## config.mk

```make
export PLATFORM = sky130hd
export DESIGN_NAME = srgbxy_div_cell
export DESIGN_NICKNAME = d
export VERILOG_FILES = /design/src/design/srgbxy_pkg.sv /design/src/design/srgbxy_div_cell.sv
export SDC_FILE = /design/constraint.sdc
export NUM_CORES = 1
export LEC_CHECK = 0
export ABC_AREA = 1
export BUFFER_PORTS_ARGS = -buffer_cell sky130_fd_sc_hd__clkbuf_2
export CAP_MARGIN = 40
export CORE_MARGIN = 1
export CORE_UTILIZATION = 25
export CTS_CLUSTER_SIZE = 25
export DETAILED_ROUTE_END_ITERATION = 10
export PLACE_DENSITY_LB_ADDON = 0.15
export RECOVER_POWER = 50
export SLEW_MARGIN = 20
export SYNTH_ARGS = -nofsm -noshare
export SYNTH_HDL_FRONTEND = slang
export SYNTH_SLANG_ARGS = --single-unit
```

## constraint.sdc

```tcl
create_clock -name clock -period 2.66 [get_ports clock]
set_input_delay 0.532 -clock clock [delete_from_list [all_inputs] [get_ports clock]]
set_output_delay 0.532 -clock clock [all_outputs]
set_load 0.02 [all_outputs]
```

## src/design/srgbxy_pkg.sv

```systemverilog
// ----------------------------------------------------------------------------
// srgbxy_pkg
// shared constants, types and the srgb linearization table
// ----------------------------------------------------------------------------
package srgbxy_pkg;

   localparam int DefFracBits = 16;
   localparam int ChanW       = 8;
   localparam int LinW        = 16;
   localparam int OutW        = 16;

   // matrix entries in ten-thousandths
   localparam int CoefXR = 4124;
   localparam int CoefXG = 3576;
   localparam int CoefXB = 1805;
   localparam int CoefYR = 2126;
   localparam int CoefYG = 7152;
   localparam int CoefYB = 722;
   localparam int CoefZR = 193;
   localparam int CoefZG = 1192;
   localparam int CoefZB = 9505;

   typedef logic [LinW-1:0] lin_rom_type [256];

   typedef struct packed {
      logic valid;
      logic zero;
   } ctl_type;

   // round(65535 * inverse gamma(v/255)), ties upward
   function automatic lin_rom_type build_lin_rom();
      lin_rom_type rom;
      longint      lin;
      real         t;
      real         p;
      for (int v = 0; v < 256; v++) begin
         if (100000 * v > 1031475) begin
            t = (40.0 * v + 561.0) / 10761.0;
            p = 65535.0 * (t ** 2.4);
            rom[v] = LinW'($rtoi(p + 0.5));
         end else begin
            lin = (longint'(13107000) * v + 329460) / 658920;
            rom[v] = LinW'(lin);
         end
      end
      return rom;
   endfunction

   localparam lin_rom_type LinRom = build_lin_rom();

   // round(c * 2^frac), c given in ten-thousandths
   function automatic longint coef_q(input longint tt, input int frac);
      return ((tt << (frac + 1)) + 10000) / 20000;
   endfunction

endpackage

```

## src/design/srgbxy_div_cell.sv

```systemverilog
// ----------------------------------------------------------------------------
// srgbxy_div_cell
// one restoring-division step for both quotients
// ----------------------------------------------------------------------------
module srgbxy_div_cell #(
   parameter int SW    = 34,
   parameter int NW    = 50,
   parameter int SHIFT = 0
) (
   input  logic                              clock,
   input  logic                              reset,
   input  srgbxy_pkg::ctl_type               ctl_in,
   input  logic [NW-1:0]                     rem_x_in,
   input  logic [NW-1:0]                     rem_y_in,
   input  logic [SW-1:0]                     div_in,
   input  logic [srgbxy_pkg::OutW-1:0]       quo_x_in,
   input  logic [srgbxy_pkg::OutW-1:0]       quo_y_in,
   output srgbxy_pkg::ctl_type               ctl_out,
   output logic [NW-1:0]                     rem_x_out,
   output logic [NW-1:0]                     rem_y_out,
   output logic [SW-1:0]                     div_out,
   output logic [srgbxy_pkg::OutW-1:0]       quo_x_out,
   output logic [srgbxy_pkg::OutW-1:0]       quo_y_out
);
   import srgbxy_pkg::*;

   ctl_type         ctl_ff;
   logic [NW-1:0]   rem_x_ff, rem_y_ff;
   logic [SW-1:0]   div_ff;
   logic [OutW-1:0] quo_x_ff, quo_y_ff;
   logic [NW-1:0]   dsh;
   logic            ge_x, ge_y;
   logic [OutW-1:0] bit_mask;

   assign dsh      = NW'(div_in) << SHIFT;
   assign ge_x     = (rem_x_in >= dsh);
   assign ge_y     = (rem_y_in >= dsh);
   assign bit_mask = OutW'(1) << SHIFT;

   always_ff @(posedge clock) begin
      if (reset) begin
         ctl_ff <= '0;
      end else begin
         ctl_ff <= ctl_in;
      end
      rem_x_ff <= ge_x ? rem_x_in - dsh : rem_x_in;
      rem_y_ff <= ge_y ? rem_y_in - dsh : rem_y_in;
      div_ff   <= div_in;
      quo_x_ff <= (ge_x && !ctl_in.zero) ? (quo_x_in | bit_mask) : quo_x_in;
      quo_y_ff <= (ge_y && !ctl_in.zero) ? (quo_y_in | bit_mask) : quo_y_in;
   end

   assign ctl_out   = ctl_ff;
   assign rem_x_out = rem_x_ff;
   assign rem_y_out = rem_y_ff;
   assign div_out   = div_ff;
   assign quo_x_out = quo_x_ff;
   assign quo_y_out = quo_y_ff;

endmodule

```

# Word-level counts from Yosys, hierarchy flattened

Cells that the tools add are included.

Add/sub/neg operators: 2
Multiply operators: 0
Div/mod/pow operators: 0
$lt $le $gt $ge: 2
Eq/ne operators: 0
Shift-type cells: 0
Mux-type cells: 2
Bitwise operators: 0
Reductions and logical operators: 3

Operators by type and width:

| cell              | number |
|---|---|
| $ge 50x34->1      | 2 |
| $mux 50           | 2 |
| $sub 50x34->50    | 2 |
| $logic_and 1x1->1 | 2 |
| $logic_not 1->1   | 1 |

Register bits after elaboration: 168
Bits in latches: 0
Bits in writable memories: 0
Bits in read-only memories: 0
Bits of input ports: 170
Output and inout bits: 168
Logic and storage cells: 18
Memories: 0

# Depth between registers and ports, before layout

Depth in word-level cells: 2
Gate-level depth with buffers: 17
Mapped depth without buffers: 15

# Worst setup path after synthesis

OpenSTA, ideal clock, no wires.

Path kind: input -> register
Start: in rem_x_in[0]
End: reg rem_x_ff[19], in the netlist rem_x_out[19]
Setup time: 113 ps
Arrival time: 2174 ps
Slack: 373 ps
Stages on the path: 15
Path buffers: 2
Cells stage by stage: inv_1 > ha_1 > fa_1 > inv_1 > nand3_1 > nand3_2 > nand2_1 > nand2_1 > nand2_2 > nand2_4 > inv_2 > buf_6 > buf_6 > nand2_1 > nand2_1

Longest elaborated chain between the ends: 2
Elaborated cells between the ends (all ways): 3
Classes of those cells: 1 x add/sub; 1 x order compare; 1 x mux

Ends and longest elaborated chain:

| what                                           | line                                         | RTL |
|---|---|---|
| from (decl)                                    | srgbxy_div_cell.sv:13                        | `input logic [NW-1:0] rem_x_in,` |
| $sub 50x34->50 or $ge 50x34->1 (tied branches) | srgbxy_div_cell.sv:46, srgbxy_div_cell.sv:36 |  |
| $mux 50 *                                      | srgbxy_div_cell.sv:46                        | `rem_x_ff <= ge_x ? rem_x_in - dsh : rem_x_in;` |
| to (signal assigned)                           | srgbxy_div_cell.sv:46                        |  |
| to (decl)                                      | srgbxy_div_cell.sv:28                        | `logic [NW-1:0] rem_x_ff, rem_y_ff;` |

Mark *: on every way between the ends. The rest lies on a longest branch, timed or not.
A chain may end at the register's enable or synchronous reset.

# Worst setup path after layout

Start: in div_in[20]
End: reg rem_x_ff[29], in the netlist rem_x_out[29]

Longest elaborated chain between the ends: 2
Elaborated cells between the ends (all ways): 3
Classes of those cells: 1 x add/sub; 1 x order compare; 1 x mux

Ends and longest elaborated chain:

| what                                           | line                                         | RTL |
|---|---|---|
| from (decl)                                    | srgbxy_div_cell.sv:15                        | `input logic [SW-1:0] div_in,` |
| $sub 50x34->50 or $ge 50x34->1 (tied branches) | srgbxy_div_cell.sv:46, srgbxy_div_cell.sv:36 |  |
| $mux 50 *                                      | srgbxy_div_cell.sv:46                        |  |

Marks and branches as above.

==> impl_metrics.json <==
{
  "status": "complete, no violations",
  "firstDrtPassIters": 5,
  "layout.nets": 2820,
  "grt_setup_unrepaired": "false",
  "p_sw_mw": 3.216,
  "finalHoldViolCount": 0,
  "grt_start_max_net_pins": 37,
  "detail-route-antenna-nets": 0,
  "antenna_found_initial": 1,
  "holdWs_ps": 136.0,
  "max_freq_ghz": 0.4197,
  "grt_pass1_vias": 14060,
  "slew_viol_final": 0,
  "coreArea_um2": 47950,
  "wl_per_cell_um": 17.03,
  "timing.final.crit_share": 0.8957,
  "hp-class": "in2reg",
  "crit_fanout": 14,
  "crit_path_start_kind": "primary input",
  "grt_usage": 0.2228,
  "clk_path_buf_depth": 2,
  "htree_levels": 4,
  "peakVddDrop_mv": 0.4586,
  "pwr-share-clk": 0.299,
  "cts_num_sinks": 168,
  "seqPwrFrac": 0.351,
  "via_per_inst": 4.330,
  "pwr_density_cell_nw_per_um2": 513.6,
  "post_cts_buffers": 0,
  "worstPathRequired_ps": 3060,
  "syn_nets": 2335,
  "crit_buf_inv": 5,
  "num_vias": 13890,
  "crit_family": "simple AND/OR/NAND/NOR gates",
  "netlist_instances": 2095,
  "power_leakage_nw": 8.957,
  "synth.cell_area_um2": 12210,
  "finalWirelength_um": 54620,
  "cts_root_buf": "clkbuf_16",
  "area_growth_pct": 31.75,
  "yosys_warnings": 0,
  "cp_data_arrival_time_ps": 2780,
  "hpwl_um": 48320,
  "min_period_ps": 2382,
  "gp_congestion": 0.9374,
  "grt_pass1_wl_um": 81230,
  "ctsResizeCount": 0,
  "tightestPinTransition_ps": 455.0,
  "slowest_stage": "ha_1",
  "end_kind": "flip-flop",
  "internal-power_mw": 5.049,
  "comb_power_share": 0.350,
  "critical_path.cell_chain": "clkbuf_1, inv_1, ha_1, nand2_1, nor2_1, inv_1, nor2_2, inv_1, nor3_2, nand2_2, nand2_4, buf_4, nand2_1, o21ai_0",
  "drc": 0,
  "io_buffer_count": 337,
  "finish.instance_area_um2": 16090,
  "yosysSeqAreaShare": 0.2754,
  "holdBufCountCts": 0,
  "synth_cell_type_count": 35,
  "syn_area_per_cell_um2": 5.830,
  "start_util": 0.2547,
  "cts_tree": "done",
  "path_clk_slew_ps": 70,
  "place_area_um2": 15710,
  "io_pins": 338,
  "die_x_um": 223.0,
  "gr-total-overflow": 0,
  "setup-violations-final": 0,
  "slew_headroom": 0.6967,
  "fp-row-count": 80,
  "post_route_cells_drive_above_1_share": 0.1736,
  "ys_ff_latch": 168,
  "drtIter0Drc": 842,
  "critPathMaxStageDelay_ps": 370,
  "drv_cap": 0,
  "cts_buffers": 17,
  "die_area_um2": 49740,
  "crit_top_cell": "inv_1",
  "swShare": 0.3891,
  "fp.dieH_um": 223.0,
  "critPathKind": "in2reg"
}
kinds of logic (layout without fill, tap and decap cells):
| logic type | Yosys count | after routing | synth area share |
|---|---|---|---|
| simple gates | 1236 | 1236 | 0.4158 |
| buf+inv | 461 | 958 | 0.1472 |
| compound gates | 123 | 123 | 0.06218 |
| xor+xnor | 37 | 37 | 0.02653 |
| flops | 168 | 168 | 0.2754 |
| other cells | 0 | 1 | 0 |
| fa+ha+maj | 70 | 70 | 0.07294 |
registers in the layout (all words and copies together), names as in the netlist:
name       flops
rem_y_out     50
div_out       34
ctl_out        2
quo_x_out     16
quo_y_out     16
rem_x_out     50
power by group through the flow:
| stage | clock [mW] | sequential [mW] | combinational, mW |
|---|---|---|---|
| after floorplan | 0 | 3.34 | 1.24 |
| after global placement | 0 | 2.96 | 2.98 |
| after detailed placement | 0 | 2.96 | 2.97 |
| after CTS | 2.58 | 2.91 | 2.98 |
| after global routing | 2.66 | 2.93 | 3.18 |
| final | 2.47 | 2.90 | 2.89 |
metrics by stage:
step	total power, mW	setup TNS [ps]	instances	setup WS, ps	util
after floorplan	4.583	0	2095	372.9	-
after global placement	5.943	-3342	3176	-156.8	0.3276
after detailed placement	5.933	-4463	3176	-184.1	0.3276
after CTS	8.464	0	3207	349.1	0.3391
after global routing	8.773	0	3208	112.6	0.3356
final	8.265	0	3208	277.5	0.3356
cell usage in the layout, fill, tap and decap left out, drive strengths merged:
cell type,netlist,final
clkinv,0,4
a21boi,2,2
ha,68,68
nand3b,14,14
fa,2,2
clkinvlp,0,2
nor2,183,183
diode,0,1
or2,4,4
nand2,857,857
clkbuf,1,356
nor3,26,26
and2,2,2
buf,15,144
inv,445,452
o21bai,4,4
nand4,40,40
xor2,3,3
and3,1,1
xnor2,34,34
o211ai,2,2
a21oi,65,65
o21ai,50,50
dfxtp,168,168
nand3,109,109
cell type report:
class                           count  area, um2
Tap cell                          615      769.5
Clock buffer                       18      439.2
Fill cell                        5462      31850
Sequential cell                   168       3363
Inverter                          445       1670
Multi-Input combinational cell   1466       7053
Clock inverter                     13      111.4
Antenna cell                        1      2.502
Timing Repair Buffer              482       2683
cells in the mapped netlist (all sizes together):
cell type | count | area, um2
nand2 | 857 | 3249
inv | 445 | 1670
nor2 | 183 | 739.5
dfxtp | 168 | 3363
nand3 | 109 | 555.5
ha | 68 | 850.8
a21oi | 65 | 419.2
o21ai | 50 | 272.8
nand4 | 40 | 250.2
xnor2 | 34 | 297.8
nor3 | 26 | 135.1
buf | 15 | 122.6
nand3b | 14 | 105.1
o21bai | 4 | 37.53
or2 | 4 | 25.02
xor2 | 3 | 26.28
a21boi | 2 | 15.01
and2 | 2 | 12.51
fa | 2 | 40.04
o211ai | 2 | 15.01
and3 | 1 | 6.260
clkbuf | 1 | 5.000
layer usage:
metal / vias up / track usage / part of all wire
met5: - / 0 / 0
met4: 0 / 0.1017 / 0.040
met3: 83 / 0.03293 / 0.034
met2: 324 / 0.3971 / 0.49
met1: 6198 / 0.2621 / 0.43
li1: 7286 / - / -
worst paths after layout:
check,to,from,cells after the start
worst max-delay path,rem_x_out[29],div_in[20],14
worst min-delay path,quo_y_out[10],quo_y_in[10],1
(Power assumes the default switching activity.)
