===== src/design/srgbxy_pkg.sv =====
// ----------------------------------------------------------------------------
// srgbxy_pkg
// shared constants, types and the srgb linearization table
// ----------------------------------------------------------------------------
package srgbxy_pkg;

   localparam int DefFracBits = 16;
   localparam int ChanW       = 8;
   localparam int LinW        = 16;
   localparam int OutW        = 16;

   // matrix entries in ten-thousandths
   localparam int CoefXR = 4124;
   localparam int CoefXG = 3576;
   localparam int CoefXB = 1805;
   localparam int CoefYR = 2126;
   localparam int CoefYG = 7152;
   localparam int CoefYB = 722;
   localparam int CoefZR = 193;
   localparam int CoefZG = 1192;
   localparam int CoefZB = 9505;

   typedef logic [LinW-1:0] lin_rom_type [256];

   typedef struct packed {
      logic valid;
      logic zero;
   } ctl_type;

   // round(65535 * inverse gamma(v/255)), ties upward
   function automatic lin_rom_type build_lin_rom();
      lin_rom_type rom;
      longint      lin;
      real         t;
      real         p;
      for (int v = 0; v < 256; v++) begin
         if (100000 * v > 1031475) begin
            t = (40.0 * v + 561.0) / 10761.0;
            p = 65535.0 * (t ** 2.4);
            rom[v] = LinW'($rtoi(p + 0.5));
         end else begin
            lin = (longint'(13107000) * v + 329460) / 658920;
            rom[v] = LinW'(lin);
         end
      end
      return rom;
   endfunction

   localparam lin_rom_type LinRom = build_lin_rom();

   // round(c * 2^frac), c given in ten-thousandths
   function automatic longint coef_q(input longint tt, input int frac);
      return ((tt << (frac + 1)) + 10000) / 20000;
   endfunction

endpackage


===== src/design/srgbxy_mix.sv =====
// ----------------------------------------------------------------------------
// srgbxy_mix
// linearization, color matrix and sum; feeds the divider chain
// ----------------------------------------------------------------------------
module srgbxy_mix #(
   parameter int FRAC_BITS = srgbxy_pkg::DefFracBits,
   parameter int SW        = srgbxy_pkg::LinW + FRAC_BITS + 2,
   parameter int NW        = SW + srgbxy_pkg::OutW
) (
   input  logic                            clock,
   input  logic                            reset,
   input  logic                            in_valid,
   input  logic [srgbxy_pkg::ChanW-1:0]    red,
   input  logic [srgbxy_pkg::ChanW-1:0]    green,
   input  logic [srgbxy_pkg::ChanW-1:0]    blue,
   output srgbxy_pkg::ctl_type             ctl_out,
   output logic [NW-1:0]                   num_x_out,
   output logic [NW-1:0]                   num_y_out,
   output logic [SW-1:0]                   sum_out
);
   import srgbxy_pkg::*;

   localparam int CW = FRAC_BITS;
   localparam int PW = LinW + CW;

   localparam logic [CW-1:0] KXR = CW'(coef_q(CoefXR, FRAC_BITS));
   localparam logic [CW-1:0] KXG = CW'(coef_q(CoefXG, FRAC_BITS));
   localparam logic [CW-1:0] KXB = CW'(coef_q(CoefXB, FRAC_BITS));
   localparam logic [CW-1:0] KYR = CW'(coef_q(CoefYR, FRAC_BITS));
   localparam logic [CW-1:0] KYG = CW'(coef_q(CoefYG, FRAC_BITS));
   localparam logic [CW-1:0] KYB = CW'(coef_q(CoefYB, FRAC_BITS));
   localparam logic [CW-1:0] KZR = CW'(coef_q(CoefZR, FRAC_BITS));
   localparam logic [CW-1:0] KZG = CW'(coef_q(CoefZG, FRAC_BITS));
   localparam logic [CW-1:0] KZB = CW'(coef_q(CoefZB, FRAC_BITS));

   logic [3:0]      valid_ff;
   logic [LinW-1:0] lr_ff, lg_ff, lb_ff;
   logic [PW-1:0]   pxr_ff, pxg_ff, pxb_ff, pyr_ff, pyg_ff, pyb_ff;
   logic [PW-1:0]   pzr_ff, pzg_ff, pzb_ff;
   logic [SW-1:0]   cx_ff, cy_ff, cz_ff;
   logic [SW-1:0]   sum_ff;
   logic [NW-1:0]   nx_ff, ny_ff;
   logic [SW-1:0]   sum_in;

   assign sum_in = cx_ff + cy_ff + cz_ff;

   always_ff @(posedge clock) begin
      if (reset) begin
         valid_ff <= '0;
      end else begin
         valid_ff <= {valid_ff[2:0], in_valid};
      end
      lr_ff  <= LinRom[red];
      lg_ff  <= LinRom[green];
      lb_ff  <= LinRom[blue];
      pxr_ff <= PW'(lr_ff * KXR);
      pxg_ff <= PW'(lg_ff * KXG);
      pxb_ff <= PW'(lb_ff * KXB);
      pyr_ff <= PW'(lr_ff * KYR);
      pyg_ff <= PW'(lg_ff * KYG);
      pyb_ff <= PW'(lb_ff * KYB);
      pzr_ff <= PW'(lr_ff * KZR);
      pzg_ff <= PW'(lg_ff * KZG);
      pzb_ff <= PW'(lb_ff * KZB);
      cx_ff  <= SW'(pxr_ff) + SW'(pxg_ff) + SW'(pxb_ff);
      cy_ff  <= SW'(pyr_ff) + SW'(pyg_ff) + SW'(pyb_ff);
      cz_ff  <= SW'(pzr_ff) + SW'(pzg_ff) + SW'(pzb_ff);
      sum_ff <= sum_in;
      // times 65535 as shift and subtract
      nx_ff  <= (NW'(cx_ff) << OutW) - NW'(cx_ff);
      ny_ff  <= (NW'(cy_ff) << OutW) - NW'(cy_ff);
   end

   assign ctl_out.valid = valid_ff[3];
   assign ctl_out.zero  = (sum_ff == '0);
   assign num_x_out     = nx_ff;
   assign num_y_out     = ny_ff;
   assign sum_out       = sum_ff;

endmodule


===== config.mk =====
export PLATFORM = sky130hd
export DESIGN_NAME = srgbxy_mix
export DESIGN_NICKNAME = d
export VERILOG_FILES = /design/src/design/srgbxy_pkg.sv /design/src/design/srgbxy_mix.sv
export SDC_FILE = /design/constraint.sdc
export NUM_CORES = 2
export LEC_CHECK = 0
export BUFFER_PORTS_ARGS = -buffer_cell sky130_fd_sc_hd__buf_2
export CORE_ASPECT_RATIO = 1.75
export CORE_MARGIN = 2
export CORE_UTILIZATION = 45
export CTS_CLUSTER_DIAMETER = 120
export DETAILED_ROUTE_END_ITERATION = 6
export PLACE_DENSITY_LB_ADDON = 0.3
export SYNTH_ARGS = -nofsm -noshare
export SYNTH_HDL_FRONTEND = slang
export SYNTH_SLANG_ARGS = --single-unit

===== constraint.sdc =====
create_clock -name clock -period 18.15 [get_ports clock]
set_input_delay 0.9075 -clock clock [delete_from_list [all_inputs] [get_ports clock]]
set_output_delay 0.9075 -clock clock [all_outputs]
set_load 0.1 [all_outputs]

* After elaboration in Yosys (flattened, before gate mapping)
Memories as Yosys holds them, arrays and structs flattened. A register that Yosys moved wholly into a read port is not among the register bits. Cells that the tools add are included.
Storage, ports and cells: output and inout port bits 136, register bits 501, memories 3, word-level logic and storage cells 42, ROM bits 12288, bits of input ports 27
Memories:
- (name not given) | depth 256, bits a word 16, read ports 1, clocked after memory_dff 1, write ports 0, line srgbxy_mix.sv:55 | lb_ff <= LinRom[blue];
- (name not given) | depth 256, bits a word 16, read ports 1, clocked after memory_dff 1, write ports 0, line srgbxy_mix.sv:54 | lg_ff <= LinRom[green];
- (name not given) | depth 256, bits a word 16, read ports 1, clocked after memory_dff 1, write ports 0, line srgbxy_mix.sv:53 | lr_ff <= LinRom[red];
Operators by class: $add $sub $neg 10, multipliers 9, bitwise operators 3, reductions and logical operators 1
Operator list (number):
- $mul 16x14->30 const B | 3
- $mul 16x11->27 const B | 3
- $add 30x32->33 | 2
- $sub 49x33->50 | 1
- $sub 50x34->50 | 1
- $add 33x29->34 | 1
- $add 33x34->34 | 1
- $add 34x33->34 | 1
- $logic_not 34->1 | 1
- $add 32x30->33 | 1
- $add 31x31->32 | 1
- $mul 16x16->32 const B | 1
- $mul 16x15->31 const B | 1
- $add 27x29->30 | 1
- $mul 16x13->29 const B | 1
- $not 8->9 | 3

* Logic depth before layout (Yosys ltp)
depth after elaboration 2, mapped depth 23, gate-level depth less buffers 23

* Worst setup path before layout
No wires, ideal clock.
path type reg2reg, start reg lg_ff[10], end reg pyg_ff[30], data arrival time 5936 ps, setup slack 12151 ps, path buffers 0, cell stages (with the launch flop) 22, setup time 64 ps, data required time 18086 ps, clock period less this slack 5999 ps, path through dfxtp_1 ha_1 ha_1 fa_1 inv_1 fa_1 inv_1 fa_1 inv_1 fa_1 inv_1 ha_1 nand3_1 nor3_1 a211oi_1 o21ai_1 o31a_1 a41o_1 a221oi_1 o31ai_1 or4_1 nand4_1
Between the ends: word-level cells in the longest chain between the ends 1
RTL lines:
- from (decl) | line srgbxy_mix.sv:37 | logic [LinW-1:0] lr_ff, lg_ff, lb_ff;
- $mul 16x16->32 | line srgbxy_mix.sv:60 | pyg_ff <= PW'(lg_ff * KYG);
- to (signal assigned) | line srgbxy_mix.sv:60
- to (decl) | line srgbxy_mix.sv:38 | logic [PW-1:0] pxr_ff, pxg_ff, pxb_ff, pyr_ff, pyg_ff, pyb_ff;
Every way passes these cells. A chain may end at the register's enable or synchronous reset.

* Worst setup path in the final report
start reg lb_ff[2], end reg pzb_ff[30]
Between the ends: word-level cells in the longest chain between the ends 1
RTL lines:
- from (decl) | line srgbxy_mix.sv:37
- $mul 16x14->30 | line srgbxy_mix.sv:64 | pzb_ff <= PW'(lb_ff * KZB);
- to (signal assigned) | line srgbxy_mix.sv:64
- to (decl) | line srgbxy_mix.sv:39 | logic [PW-1:0] pzr_ff, pzg_ff, pzb_ff;
Every way passes these cells.

==> metrics <==
Synth Area per Inst=8.74 sq um; Worst-path clk slew=approximately 70 ps; outcome=finished, violations left; final hold vios=0; cts hold-fix bufs=0; Ys Warns=0; Max Fclk=~140 MHz; Slew HR=1.03%; Root Driver=clkbuf_16; post-CTS setup buffers=0; startpoint types=flip-flop; mapped cell area=66800 sq um; Setup TNS=0 ps; routed via count=57500; Worst EP arrival=7490 ps; pin slew with the least headroom to its limit=1470 ps; area grow syn2layout=6.50%; TritonCTS Sinks=536; RSZ-0062 raised after global routing=false; critical-path maximum fanout=9; vias in the first global route=approximately 59000; first-pass GRT wire length=366 mm; core footprint=around 150000 sq um; Final setup viols=0; drt drc=5; Placer Congestion=1.03; # IOs=163; initial antenna violation count=15; deepest clock path buffer count=3; Synth top area share=21.3%; EDFF count, synth=0; CTS tree=built; final WL=about 250 mm; min-delay worst type=reg -> reg; #FFs+latches synth=536; Setup Skew=roughly 21 ps; layout cells sized above 1=5.11%; Fill cells=14400; Total GRT Usage=32.3%; Post-synth ARST share=0%; IO Port Bufs=162; Post-Syn Nets=9376; dpl hpwl=200 mm; synth unique cells=91; period utilisation layout=38.4%; CP Capture Type=flip-flop; # resized after CTS=0; clock latency on the worst-skew pair=about 650 ps; leading area contributor after synthesis=fa_1; Die W=295 um; Starting Density=between 40% and 50%; Main synth FF type=dfxtp_1; Final Max Slew Viols=0; first drt pass iteration count=7; Worst EP required=18670 ps; Num CTS Buffers=slightly below 50; drt via density=roughly 6.0; total congestion overflow=0; Nets=between 9000 and 10000; R2R depth=18; antenna viol nets, final=0; failing checks=design-rule violations, max-capacitance violations; Syn Inst Count=between 7000 and 8000; die area=152000 sq um; CP Class=reg -> reg; Hold Slack=approximately 430 ps; H-tree depth=2; largest net degree at the start of global routing=91; WHS Path Cells=0; wire length per cell=25.5 um; Chip Height=slightly above 500 um; Area contributors post-synth=fa_1, ha_1, dfxtp_1, inv_1, a21oi_1; Tmin final=6960 ps; max_cap viols=1; Seq/Total Area, Yosys=16.1%; initial DRC count=between 5000 and 6000; Core Rows=187
kinds of logic (layout without fill, tap and decap cells):
logic type | Yosys count | after routing | share of synthesized area [%]
flip-flops | 536 | 536 | 16.1
other | 0 | 30 | 0
multiplexers | 39 | 39 | 1.04
adder cells (fa/ha/maj) | 1707 | 1707 | 40.0
AO/OA/AOI/OAI | 1953 | 1953 | 18.7
buffers and inverters | 1407 | 1402 | 7.92
XOR/XNOR | 418 | 418 | 5.48
AND/OR/NAND/NOR | 1582 | 1582 | 10.9
synth_stat cells (34+ instances only):
cell type	instances
nand2_1	490
clkbuf_1	250
nor2_1	472
a311oi_1	49
nor2b_1	59
xor2_1	108
o311ai_0	37
inv_1	1076
a21o_1	181
nand4_1	50
o21bai_1	54
o21a_1	51
o211ai_1	70
a21oi_1	544
nor4_1	34
a211oi_1	114
and3_1	37
a31oi_1	120
nand2b_1	50
o22ai_1	39
dfxtp_1	536
fa_1	710
o21ai_0	443
buf_1	67
ha_1	997
xnor2_1	310
nor3_1	133
nand3_1	135
layer usage:
metal	wire length [um]	vias to the layer above	global-route usage [%]
li1	-	26200	-
met1	80400	27600	31.9
met2	122000	2734	57.4
met3	13100	1013	3.55
met4	30900	6	32.5
met5	38	-	0
worst paths after layout:
check	start	slack, ps	to
hold / removal	cx_ff[0]	430	num_x_out[0]
hold reg to reg	cx_ff[0]	430	num_x_out[0]
setup reg to reg	lb_ff[2]	11190	pzb_ff[30]
setup / recovery	lb_ff[2]	11190	pzb_ff[30]
per-stage QoR:
stage | utilization (%) | cell area (sq um) | std cells | setup WS, ps
2_1_floorplan | - | 66800 | 7642 | 12150
6_report | 48.1 | 71100 | 9651 | 11190
3_5_place_dp | 46.9 | 69400 | 9531 | 11230
4_1_cts | 48.1 | 71100 | 9621 | 11230
5_1_grt | 48.1 | 71100 | 9650 | 10930
3_3_place_gp | 46.9 | 69400 | 9531 | 11330
registers in the layout, indices dropped and copies added (netlist names):
name and flops:
cx_ff 33, cy_ff 33, cz_ff 33, lb_ff 16, lg_ff 16, lr_ff 16
num_x_out 50, num_y_out 50, pxb_ff 25, pxg_ff 27, pxr_ff 30, pyb_ff 26
pyg_ff 32, pyr_ff 28, pzb_ff 30, pzg_ff 26, pzr_ff 27, sum_out 34
valid_ff 4
cells in the final DEF, fill, tap and decap left out, types with 120 or more instances in the layout:
cell     count
fa_1       710
inv_1     1073
nor3_1     133
o21ai_0    443
xnor2_1    310
a21o_1     181
nand3_1    135
a21oi_1    544
a31oi_1    120
nand2_1    490
ha_1       997
nor2_1     472
buf_2      153
dfxtp_1    536
area by class of cell:
class,count,area [sq um],share of cell area [%]
multi-input combinational,5699,50800,71.4
clock buffer,57,1330,1.87
tap,1984,2480,3.49
inverter,1087,4080,5.74
clock inverter,33,359,0.505
sequential,536,10700,15.1
timing repair buffer,225,1310,1.84
antenna,30,75.1,0.106
critical path, cell delays in order (launching register included):
cell and delay, ps:
dfxtp_1 690, inv_1 230, fa_1 580, inv_1 110, fa_1 540, fa_1 450, fa_1 520, inv_1 60
fa_1 450, fa_1 500, inv_1 40, ha_1 210, o41a_1 460, a211o_1 320, a221oi_1 820, o21ai_0 270
a41oi_1 340, a21oi_1 120, xor2_1 150
Power is not shown: default switching activity piles up to over one toggle a cycle in this logic, so the estimate is an artifact.
